==> config.mk <==
export PLATFORM = sky130hd
export DESIGN_NAME = update_frame_parser
export DESIGN_NICKNAME = d
export VERILOG_FILES = /design/src/ufp_pkg.sv /design/src/update_frame_parser.sv /design/src/ufp_csr.sv /design/src/ufp_deframer.sv /design/src/ufp_rsp_buf.sv
export SDC_FILE = /design/constraint.sdc
export NUM_CORES = 1
export LEC_CHECK = 0
export ABC_AREA = 1
export BUFFER_PORTS_ARGS = -buffer_cell sky130_fd_sc_hd__buf_2
export CAP_MARGIN = 10
export CORE_UTILIZATION = 31
export DETAILED_ROUTE_END_ITERATION = 6
export MAX_ROUTING_LAYER = met4
export PLACE_DENSITY = 0.47
export SETUP_SLACK_MARGIN = 0.4
export SLEW_MARGIN = 20
export SYNTH_ARGS = -nofsm -noshare
export SYNTH_HDL_FRONTEND = slang
export SYNTH_SLANG_ARGS = --single-unit
==> constraint.sdc <==
create_clock -name clock -period 6 [get_ports clock]
set_input_delay 1.2 -clock clock [delete_from_list [all_inputs] [get_ports clock]]
set_output_delay 1.2 -clock clock [all_outputs]
set_load 0.01 [all_outputs]
==> src/ufp_pkg.sv <==
package ufp_pkg;

   localparam int unsigned BYTE_W = 8;
   localparam int unsigned HDR_W  = 16;
   localparam int unsigned POS_W  = 9;
   localparam int unsigned KIND_W = 2;
   localparam int unsigned STAT_W = 3;
   localparam int unsigned IDX_W  = 3;

   // configuration register indexes
   localparam logic [IDX_W-1:0] REG_HEADER_WORD     = 3'd0;
   localparam logic [IDX_W-1:0] REG_END_BYTE        = 3'd1;
   localparam logic [IDX_W-1:0] REG_CMD_SYNC        = 3'd2;
   localparam logic [IDX_W-1:0] REG_CMD_ASK_UPDATE  = 3'd3;
   localparam logic [IDX_W-1:0] REG_CMD_UPDATE_DATA = 3'd4;
   localparam logic [IDX_W-1:0] REG_CMD_VERIFY      = 3'd5;
   localparam logic [IDX_W-1:0] REG_CMD_UPDATE_END  = 3'd6;

   // result kinds
   localparam logic [KIND_W-1:0] KIND_PAYLOAD  = 2'd0;
   localparam logic [KIND_W-1:0] KIND_COMPLETE = 2'd1;
   localparam logic [KIND_W-1:0] KIND_ABORT    = 2'd2;

   // update status codes
   localparam logic [STAT_W-1:0] ST_WAIT  = 3'd0;
   localparam logic [STAT_W-1:0] ST_START = 3'd1;
   localparam logic [STAT_W-1:0] ST_PROG  = 3'd2;
   localparam logic [STAT_W-1:0] ST_CHECK = 3'd3;
   localparam logic [STAT_W-1:0] ST_END   = 3'd4;
   localparam logic [STAT_W-1:0] ST_NONE  = 3'd5;

   // frame positions before the payload
   localparam logic [POS_W-1:0] POS_HDR_LO = 9'd0;
   localparam logic [POS_W-1:0] POS_HDR_HI = 9'd1;
   localparam logic [POS_W-1:0] POS_CMD    = 9'd2;
   localparam logic [POS_W-1:0] POS_LEN    = 9'd3;
   localparam logic [POS_W-1:0] POS_PAY    = 9'd4;

   typedef struct packed {
      logic [HDR_W-1:0]  header_word;
      logic [BYTE_W-1:0] end_byte;
      logic [BYTE_W-1:0] cmd_sync;
      logic [BYTE_W-1:0] cmd_ask_update;
      logic [BYTE_W-1:0] cmd_update_data;
      logic [BYTE_W-1:0] cmd_verify;
      logic [BYTE_W-1:0] cmd_update_end;
   } cfg_type;

   typedef struct packed {
      logic [KIND_W-1:0] kind;
      logic [BYTE_W-1:0] data_byte;
      logic [BYTE_W-1:0] payload_index;
      logic [BYTE_W-1:0] command;
      logic [BYTE_W-1:0] length;
      logic [BYTE_W-1:0] sequence_res;
      logic [STAT_W-1:0] status_code;
   } result_type;

endpackage

==> src/update_frame_parser.sv <==
// Deframes bootloader command frames (header low, header high, command, length,
// payload, sequence, end) from a stream of received bytes, one byte per cycle
// while req_stall is low. A byte is registered on transfer and parsed from
// that register once the output buffer has room; each payload byte gives a
// result, a good end byte gives a frame-complete result carrying the mapped
// update status, and an out-of-place byte after the first header byte gives
// an abort. Results are registered in the output buffer. The result side has a
// two-entry output buffer, so one byte per cycle is sustained as long as
// results are taken; req_stall rises only when that buffer is full.
// Configuration registers may be written only while no frame byte is in flight.
module update_frame_parser (
   input  logic                        clock,
   input  logic                        reset,
   input  logic                        req_valid,
   output logic                        req_stall,
   input  logic [ufp_pkg::BYTE_W-1:0]  req_rx_byte,
   output logic                        rsp_valid,
   input  logic                        rsp_stall,
   output logic [ufp_pkg::KIND_W-1:0]  rsp_kind,
   output logic [ufp_pkg::BYTE_W-1:0]  rsp_data_byte,
   output logic [ufp_pkg::BYTE_W-1:0]  rsp_payload_index,
   output logic [ufp_pkg::BYTE_W-1:0]  rsp_command,
   output logic [ufp_pkg::BYTE_W-1:0]  rsp_length,
   output logic [ufp_pkg::BYTE_W-1:0]  rsp_sequence_res,
   output logic [ufp_pkg::STAT_W-1:0]  rsp_status_code,
   input  logic                        csr_wr_en,
   input  logic [ufp_pkg::IDX_W-1:0]   csr_index,
   input  logic [ufp_pkg::HDR_W-1:0]   csr_wdata
);

   ufp_pkg::cfg_type           cfg;
   ufp_pkg::result_type        res;
   ufp_pkg::result_type        rsp_res;
   logic                       res_valid;
   logic                       buf_full;
   logic                       step;
   logic                       in_vld_ff, in_vld_in;
   logic [ufp_pkg::BYTE_W-1:0] in_byte_ff, in_byte_in;

   assign step      = in_vld_ff && !buf_full;
   assign req_stall = in_vld_ff && buf_full;

   always_comb begin
      in_vld_in  = in_vld_ff;
      in_byte_in = in_byte_ff;
      if (step) begin
         in_vld_in = 1'b0;
      end
      if (req_valid && !req_stall) begin
         in_vld_in  = 1'b1;
         in_byte_in = req_rx_byte;
      end
   end

   always_ff @(posedge clock) begin
      if (reset) begin
         in_vld_ff <= 1'b0;
      end else begin
         in_vld_ff <= in_vld_in;
      end
      in_byte_ff <= in_byte_in;
   end

   ufp_csr u_csr (
      .clock     (clock),
      .reset     (reset),
      .csr_wr_en (csr_wr_en),
      .csr_index (csr_index),
      .csr_wdata (csr_wdata),
      .cfg       (cfg)
   );

   ufp_deframer u_deframer (
      .clock     (clock),
      .reset     (reset),
      .step      (step),
      .rx_byte   (in_byte_ff),
      .cfg       (cfg),
      .res_valid (res_valid),
      .res       (res)
   );

   ufp_rsp_buf u_rsp_buf (
      .clock     (clock),
      .reset     (reset),
      .push      (step && res_valid),
      .push_res  (res),
      .full      (buf_full),
      .rsp_valid (rsp_valid),
      .rsp_stall (rsp_stall),
      .rsp_res   (rsp_res)
   );

   assign rsp_kind          = rsp_res.kind;
   assign rsp_data_byte     = rsp_res.data_byte;
   assign rsp_payload_index = rsp_res.payload_index;
   assign rsp_command       = rsp_res.command;
   assign rsp_length        = rsp_res.length;
   assign rsp_sequence_res  = rsp_res.sequence_res;
   assign rsp_status_code   = rsp_res.status_code;

endmodule

==> src/ufp_csr.sv <==
module ufp_csr (
   input  logic                       clock,
   input  logic                       reset,
   input  logic                       csr_wr_en,
   input  logic [ufp_pkg::IDX_W-1:0]  csr_index,
   input  logic [ufp_pkg::HDR_W-1:0]  csr_wdata,
   output ufp_pkg::cfg_type           cfg
);

   ufp_pkg::cfg_type cfg_ff;
   ufp_pkg::cfg_type cfg_in;

   always_comb begin
      cfg_in = cfg_ff;
      if (csr_wr_en) begin
         case (csr_index)
            ufp_pkg::REG_HEADER_WORD:     cfg_in.header_word     = csr_wdata;
            ufp_pkg::REG_END_BYTE:        cfg_in.end_byte        = csr_wdata[7:0];
            ufp_pkg::REG_CMD_SYNC:        cfg_in.cmd_sync        = csr_wdata[7:0];
            ufp_pkg::REG_CMD_ASK_UPDATE:  cfg_in.cmd_ask_update  = csr_wdata[7:0];
            ufp_pkg::REG_CMD_UPDATE_DATA: cfg_in.cmd_update_data = csr_wdata[7:0];
            ufp_pkg::REG_CMD_VERIFY:      cfg_in.cmd_verify      = csr_wdata[7:0];
            ufp_pkg::REG_CMD_UPDATE_END:  cfg_in.cmd_update_end  = csr_wdata[7:0];
            default: ;
         endcase
      end
   end

   always_ff @(posedge clock) begin
      if (reset) begin
         cfg_ff <= '0;
      end else begin
         cfg_ff <= cfg_in;
      end
   end

   assign cfg = cfg_ff;

endmodule

==> src/ufp_deframer.sv <==
module ufp_deframer (
   input  logic                        clock,
   input  logic                        reset,
   input  logic                        step,
   input  logic [ufp_pkg::BYTE_W-1:0]  rx_byte,
   input  ufp_pkg::cfg_type            cfg,
   output logic                        res_valid,
   output ufp_pkg::result_type         res
);

   logic [ufp_pkg::POS_W-1:0]  position_ff, position_in;
   logic [ufp_pkg::BYTE_W-1:0] command_ff, command_in;
   logic [ufp_pkg::BYTE_W-1:0] length_ff, length_in;
   logic [ufp_pkg::BYTE_W-1:0] sequence_ff, sequence_in;
   logic [ufp_pkg::STAT_W-1:0] status_ff, status_in;

   logic [ufp_pkg::POS_W-1:0]  pay_end;
   logic [ufp_pkg::POS_W-1:0]  pay_idx;
   logic [ufp_pkg::STAT_W-1:0] status_map;

   assign pay_end = ufp_pkg::POS_PAY + {1'b0, length_ff};
   assign pay_idx = position_ff - ufp_pkg::POS_PAY;

   // first match wins
   always_comb begin
      if (command_ff == cfg.cmd_sync) begin
         status_map = ufp_pkg::ST_WAIT;
      end else if (command_ff == cfg.cmd_ask_update) begin
         status_map = ufp_pkg::ST_START;
      end else if (command_ff == cfg.cmd_update_data) begin
         status_map = ufp_pkg::ST_PROG;
      end else if (command_ff == cfg.cmd_verify) begin
         status_map = ufp_pkg::ST_CHECK;
      end else if (command_ff == cfg.cmd_update_end) begin
         status_map = ufp_pkg::ST_END;
      end else begin
         status_map = status_ff;
      end
   end

   always_comb begin
      position_in = position_ff;
      command_in  = command_ff;
      length_in   = length_ff;
      sequence_in = sequence_ff;
      status_in   = status_ff;
      res_valid   = 1'b0;
      res         = '0;
      res.kind    = ufp_pkg::KIND_ABORT;

      if (position_ff == ufp_pkg::POS_HDR_LO) begin
         // idle noise is dropped silently
         if (rx_byte == cfg.header_word[7:0]) begin
            position_in = ufp_pkg::POS_HDR_HI;
         end
      end else if (position_ff == ufp_pkg::POS_HDR_HI) begin
         if (rx_byte == cfg.header_word[15:8]) begin
            position_in = ufp_pkg::POS_CMD;
         end else begin
            position_in = ufp_pkg::POS_HDR_LO;
            res_valid   = 1'b1;
         end
      end else if (position_ff == ufp_pkg::POS_CMD) begin
         command_in  = rx_byte;
         position_in = ufp_pkg::POS_LEN;
      end else if (position_ff == ufp_pkg::POS_LEN) begin
         length_in   = rx_byte;
         position_in = ufp_pkg::POS_PAY;
      end else if (position_ff < pay_end) begin
         position_in       = position_ff + 9'd1;
         res_valid         = 1'b1;
         res.kind          = ufp_pkg::KIND_PAYLOAD;
         res.data_byte     = rx_byte;
         res.payload_index = pay_idx[7:0];
      end else if (position_ff == pay_end) begin
         sequence_in = rx_byte;
         position_in = position_ff + 9'd1;
      end else if (position_ff == pay_end + 9'd1 && rx_byte == cfg.end_byte) begin
         status_in        = status_map;
         position_in      = ufp_pkg::POS_HDR_LO;
         res_valid        = 1'b1;
         res.kind         = ufp_pkg::KIND_COMPLETE;
         res.command      = command_ff;
         res.length       = length_ff;
         res.sequence_res = sequence_ff;
      end else begin
         position_in = ufp_pkg::POS_HDR_LO;
         res_valid   = 1'b1;
      end

      res.status_code = status_in;
   end

   always_ff @(posedge clock) begin
      if (reset) begin
         position_ff <= ufp_pkg::POS_HDR_LO;
         command_ff  <= '0;
         length_ff   <= '0;
         sequence_ff <= '0;
         status_ff   <= ufp_pkg::ST_NONE;
      end else if (step) begin
         position_ff <= position_in;
         command_ff  <= command_in;
         length_ff   <= length_in;
         sequence_ff <= sequence_in;
         status_ff   <= status_in;
      end
   end

endmodule

==> src/ufp_rsp_buf.sv <==
module ufp_rsp_buf (
   input  logic                 clock,
   input  logic                 reset,
   input  logic                 push,
   input  ufp_pkg::result_type  push_res,
   output logic                 full,
   output logic                 rsp_valid,
   input  logic                 rsp_stall,
   output ufp_pkg::result_type  rsp_res
);

   logic                v0_ff, v0_in, v1_ff, v1_in;
   ufp_pkg::result_type e0_ff, e0_in, e1_ff, e1_in;
   logic                pop;

   assign pop = v0_ff && !rsp_stall;

   always_comb begin
      v0_in = v0_ff;
      v1_in = v1_ff;
      e0_in = e0_ff;
      e1_in = e1_ff;
      // advance the skid entry on a transfer
      if (pop) begin
         e0_in = e1_ff;
         v0_in = v1_ff;
         v1_in = 1'b0;
      end
      if (push) begin
         if (!v0_in) begin
            e0_in = push_res;
            v0_in = 1'b1;
         end else begin
            e1_in = push_res;
            v1_in = 1'b1;
         end
      end
   end

   always_ff @(posedge clock) begin
      if (reset) begin
         v0_ff <= 1'b0;
         v1_ff <= 1'b0;
      end else begin
         v0_ff <= v0_in;
         v1_ff <= v1_in;
      end
      e0_ff <= e0_in;
      e1_ff <= e1_in;
   end

   assign full      = v1_ff;
   assign rsp_valid = v0_ff;
   assign rsp_res   = e0_ff;

endmodule

Word-level counts from Yosys, hierarchy flattened
Index checks and enable logic that the tools add are counted.
Storage, ports and cells
  flip-flop bits (word level): 201
  bits of input ports: 32
  word-level logic and storage cells: 132
Operators by class
  add/subtract/negate cells: 4
  $lt $le $gt $ge: 1
  equal/unequal tests: 20
  muxes and demuxes: 48
  bitwise operators: 5
  reductions and logical operators: 24
Operator list (number)
  $mux W42: 4
  $mux W45: 3
  $mux W24: 3
  $eq A8 B8 Y1: 8
  $mux W9: 7
  $mux W3: 12
  $add A9 B1 Y9 const B: 2
  $eq A9 B2 Y1 const B: 2
  $eq A9 B9 Y1: 2
  $reduce_and A2 Y1: 9
  $mux W16: 1
  $mux W1: 14
  $add A3 B8 Y9 const A: 1
  $eq A3 B3 Y1 const B: 3
  $eq A9 B1 Y1 const B: 1
  $logic_not A9 Y1: 1
  $lt A9 B9 Y1: 1
  $mux W2: 4
  $sub A8 B3 Y8 const B: 1
  $reduce_and A7 Y1: 1
  $eq A3 B2 Y1 const B: 2
  $logic_and A1 B1 Y1: 6
  $not A1 Y1: 5
  $reduce_and A5 Y1: 1
  6 further kinds: 8

Logic depth before layout (Yosys ltp)
  depth after elaboration: 15
  mapped depth: 21

By module
From an unflattened synthesis, not the netlist that was laid out.
Unflattened totals
  cells, all modules: 1396
  area total of the unflattened synthesis: 10347.4 µm²
Modules (own cells, without submodules)
  ufp_deframer: instances 1, cells an instance 599, area each 3732.3 µm²
  ufp_rsp_buf: instances 1, cells an instance 402, area each 3677.3 µm²
  ufp_csr: instances 1, cells an instance 377, area each 2633.8 µm²
  update_frame_parser: instances 1, cells an instance 18, area each 304.0 µm²

Worst setup path before layout
No wires, ideal clock.
  kind: register -> register
  from: reg u_deframer.length_ff[3] in the netlist's numbering
  to: reg u_rsp_buf.e1_ff[0] in the netlist's numbering (enable)
  library setup time: 0.399 ns
  arrival: 2.884 ns
  slack: 2.717 ns
  stages on the path, launching flop included: 16
  path buffers: 0
  clock period less this slack: 3.283 ns
  path through: dfxtp_1 > ha_1 > nand3_1 > nand2_1 > nand2_1 > ha_1 > a21oi_1 > o21a_1 > nand3_1 > nand2_1 > nand3_1 > nand2_1 > nand2_1 > inv_1 > nand2_1 > inv_1
On the way
  word-level cells in the longest chain between the ends: 10
RTL lines
  start: declaration: RTL line ufp_deframer.sv:13  | logic [ufp_pkg::BYTE_W-1:0] length_ff, length_in;
  start signal: assignment: RTL line ufp_deframer.sv:104  | length_ff <= length_in;
  $add A3 B8 Y9 (*): RTL line ufp_deframer.sv:21  | assign pay_end = ufp_pkg::POS_PAY + {1'b0, length_ff};
  parallel branches: the longest is 2 deep, another holds $lt A9 B9 Y1
  $mux W1 (*): RTL line ufp_deframer.sv:69  | end else if (position_ff < pay_end) begin
  $mux W1 (*): RTL line ufp_deframer.sv:66  | end else if (position_ff == ufp_pkg::POS_LEN) begin
  $mux W1 (*): RTL line ufp_deframer.sv:63  | end else if (position_ff == ufp_pkg::POS_CMD) begin
  $mux W1 (*): RTL line ufp_deframer.sv:56  | end else if (position_ff == ufp_pkg::POS_HDR_HI) begin
  $mux W1 (*): RTL line ufp_deframer.sv:51  | if (position_ff == ufp_pkg::POS_HDR_LO) begin
  $logic_and A1 B1 Y1 (*): RTL line update_frame_parser.sv:86  | .push (step && res_valid),
  $reduce_and A2 Y1 (no source line) (*)
  end signal: assignment: RTL line ufp_rsp_buf.sv:49  | e1_ff <= e1_in;
  end: declaration: RTL line ufp_rsp_buf.sv:13  | ufp_pkg::result_type e0_ff, e0_in, e1_ff, e1_in;
Mark *: on every way between the ends.
A chain may end at the register's enable or synchronous reset.

==> results.toml <==
[power]
p_leak_nw = 4.98
vdd_drop_max_uv = 197
power.density_mw_per_mm2 = 310

[place]
io_buffers = 78
dp_hpwl_um = 17500
gp_congestion = 0.815

[clocking]
clockBufferDepth = 3
cts_resized = 0
cts_tree = "built"
clockRootBuffer = "clkbuf_16"
htree_levels = 1
holdBufCountCts = 0
cts.clk_slew.worst_paths_ps = 60
clk_latency_ps = 520
cts_made_buffers = 25
cts_sinks = 201
cts_setup_buffers = 0

[finish]
post-route-util_pct = 36.3
syn_to_final_growth_pct = 14.5
fill_cells = 3222
layout-drive-gt1-share_pct = 16.4
layout.nets = 1272
seqCellArea_sq_mm = 0.00455
multi_input_area_sq_mm = 0.00446
insertedDiodeCount = 0

[timing]
relSlewSlack_pct = 33.1
drv_slew = 0
hold_viol_final = 0
rsz0062_at_grt = "false"
finalClockSkew_ps = 16.6
tightest_slew_ps = 1000
fin_crit_sh_pct = 64.6
fin_crit_ps = 3870
tns_ps = 0
fmax_mhz = 258
setup_violations = 0

[synth]
synth_top_area_share_pct = 30.5
synth.distinct_cells = 39
synth_area_per_cell_sq_um = 8.36
synthArstFlopShare_pct = 0
ys_seq_area_share_pct = 46.9
yosys_register_bits = 201
yosysWarnings = 0
synth_flop_cell = "dfxtp_1"
yosysMostFrequentCell = "nand2_1"
synthTopCellsByArea = "dfxtp_1, edfxtp_1, nand2_1"
ys_top_cells_by_count = "nand2_1, nor2_1, dfxtp_1, o21ai_0, inv_1"
synth_area_sq_mm = 0.00971
synth_edf_count = 53
synth_area_leader_cell = "dfxtp_1"
postSynthCellCount = 1162
synth.net_count = 1213

[die]
die_h_um = 179
initial_core_util_pct = 31.7
core_area_sq_mm = 0.0307
die_w_um = 179
dieArea_sq_mm = 0.0320
placementRows = 64
ioPinCount = 79

[min_path]
hp-class = "flip-flop to flip-flop"

[setup_path]
required_ps = 6410
crit_path_frequent_cell = "nand2_1"
slowest_stage = "inv_2"
cpPeakStageDelay_ps = 710
cp_cell_sequence = "ha_1 > inv_2 > nand2_4 > nand2_2 > ha_1 > nand2_1 > nor2_1 > nand3_1 > nor3_1 > nand2_1 > nand3_1 > nand2_1 > nand2_1 > nor2_2 > buf_4 > inv_2 > nand2_1 > o21a_1"
path_class = "flip-flop to flip-flop"
start_kind = "flip-flop"
cp-end-kind = "flip-flop"
cp_data_arrival_time_ps = 4280
crit_fanout = 62

[global_route]
antenna_found_initial = 0
grt_max_degree = 74
grt_pass1_vias = 7278
grt_use_total_pct = 16.3
grt_pass1_wl_um = 39600
overflow = 0

[drt]
drt_iter0_drc = 370
via_per_inst = 4.57
num_vias = 7481
drc = 0
dr.pass1.iters = 7
ant_nets = 0
wire_per_inst_um = 15.2
routed_wl_um = 24800

[outcome]
outcome = "finished, final reports clean"

[job]
max_cap_viol_count = 0
through the flow:
step | instances | setup slack (ps) | hold slack [ps] | area, sq um | total power, mW
5_1_grt | 1636 | 1680 | 482 | 11100 | 3.62
3_5_place_dp | 1590 | 2070 | 460 | 10300 | 2.08
4_1_cts | 1636 | 2060 | 469 | 11100 | 3.50
3_3_place_gp | 1590 | 2230 | 454 | 10300 | 2.07
6_report | 1636 | 2130 | 467 | 11100 | 3.44
2_1_floorplan | 1162 | 2720 | 440 | 9710 | 1.88
final cells by class:
cell class | instances | share of cell area [%]
inverter | 113 | 3.85
tap | 396 | 4.46
multi-input combinational | 799 | 40.1
sequential | 201 | 41.0
clock inverter | 10 | 0.461
timing repair buffer | 81 | 3.71
clock buffer | 36 | 6.46
per-layer routing:
metal / part of all wire [%] / vias to the layer above / track usage (%)
met5: 0 / - / -
met4: 1.5 / 0 / 3.95
met3: 3.4 / 37 / 2.35
met2: 48 / 97 / 27.3
met1: 47 / 3433 / 20.6
li1: - / 3914 / -
cell usage in the layout (no fill, tap or decap), types with 30 or more instances in the layout:
master | synthesis | final
a21oi_1 | 53 | 53
nand2_1 | 202 | 201
edfxtp_1 | 53 | 53
nand3_1 | 39 | 39
mux2i_1 | 38 | 38
dfxtp_1 | 148 | 148
o21ai_0 | 94 | 94
buf_2 | 16 | 78
xnor2_1 | 30 | 30
inv_1 | 88 | 87
nor2_1 | 167 | 166
worst paths after layout:
check | from | endpoint | slack (ps) | cells after the start
worst max-delay path | u_deframer.length_ff[2]$_SDFFE_PP0P_ | u_rsp_buf.rsp_res[3]$_DFF_P_ | 2130 | 18
worst max register to register | u_deframer.length_ff[2]$_SDFFE_PP0P_ | u_rsp_buf.rsp_res[3]$_DFF_P_ | 2130 | 18
worst min register to register | u_deframer.sequence_ff[3]$_SDFFE_PP0P_ | u_deframer.sequence_ff[3]$_SDFFE_PP0P_ | 470 | 2
worst min-delay path | u_deframer.sequence_ff[3]$_SDFFE_PP0P_ | u_deframer.sequence_ff[3]$_SDFFE_PP0P_ | 470 | 2
sequential cells by signal, summed over array words and instances (netlist names):
| name | flops |
|---|---|
| in_byte_ff | 8 |
| u_deframer.status_ff | 3 |
| u_rsp_buf.e1_ff | 45 |
| u_deframer.position_ff | 9 |
| in_vld_ff | 1 |
| u_rsp_buf.rsp_valid | 1 |
| u_deframer.sequence_ff | 8 |
| u_csr.cfg | 64 |
| u_rsp_buf.rsp_res | 45 |
| u_deframer.length_ff | 8 |
| u_rsp_buf.full | 1 |
| u_deframer.command_ff | 8 |
report_power, final:
| part | internal (mW) | switching [mW] |
|---|---|---|
| logic | 0.211 | 0.232 |
| clock network | 0.829 | 0.576 |
| registers | 1.52 | 0.0794 |
kinds of logic (layout without fill, tap and decap cells):
logic type,after synthesis,count (layout),synth area share (%)
simple gates,490,490,23.2
fa+ha+maj,19,19,2.45
xor+xnor,51,51,4.60
compound gates,196,196,11.1
flops,201,201,46.9
mux,43,43,4.50
buf+inv,162,240,7.22
critical path, delay by kind of cell, from the launching register on:
family                   cells  cell delay, ps
AO/OA/AOI/OAI                1             150
adder cells (fa/ha/maj)      2             650
buffers and inverters        3            1000
flip-flops                   1             560
AND/OR/NAND/NOR             12            1330
Note: power is estimated with default switching activity, not from simulation.
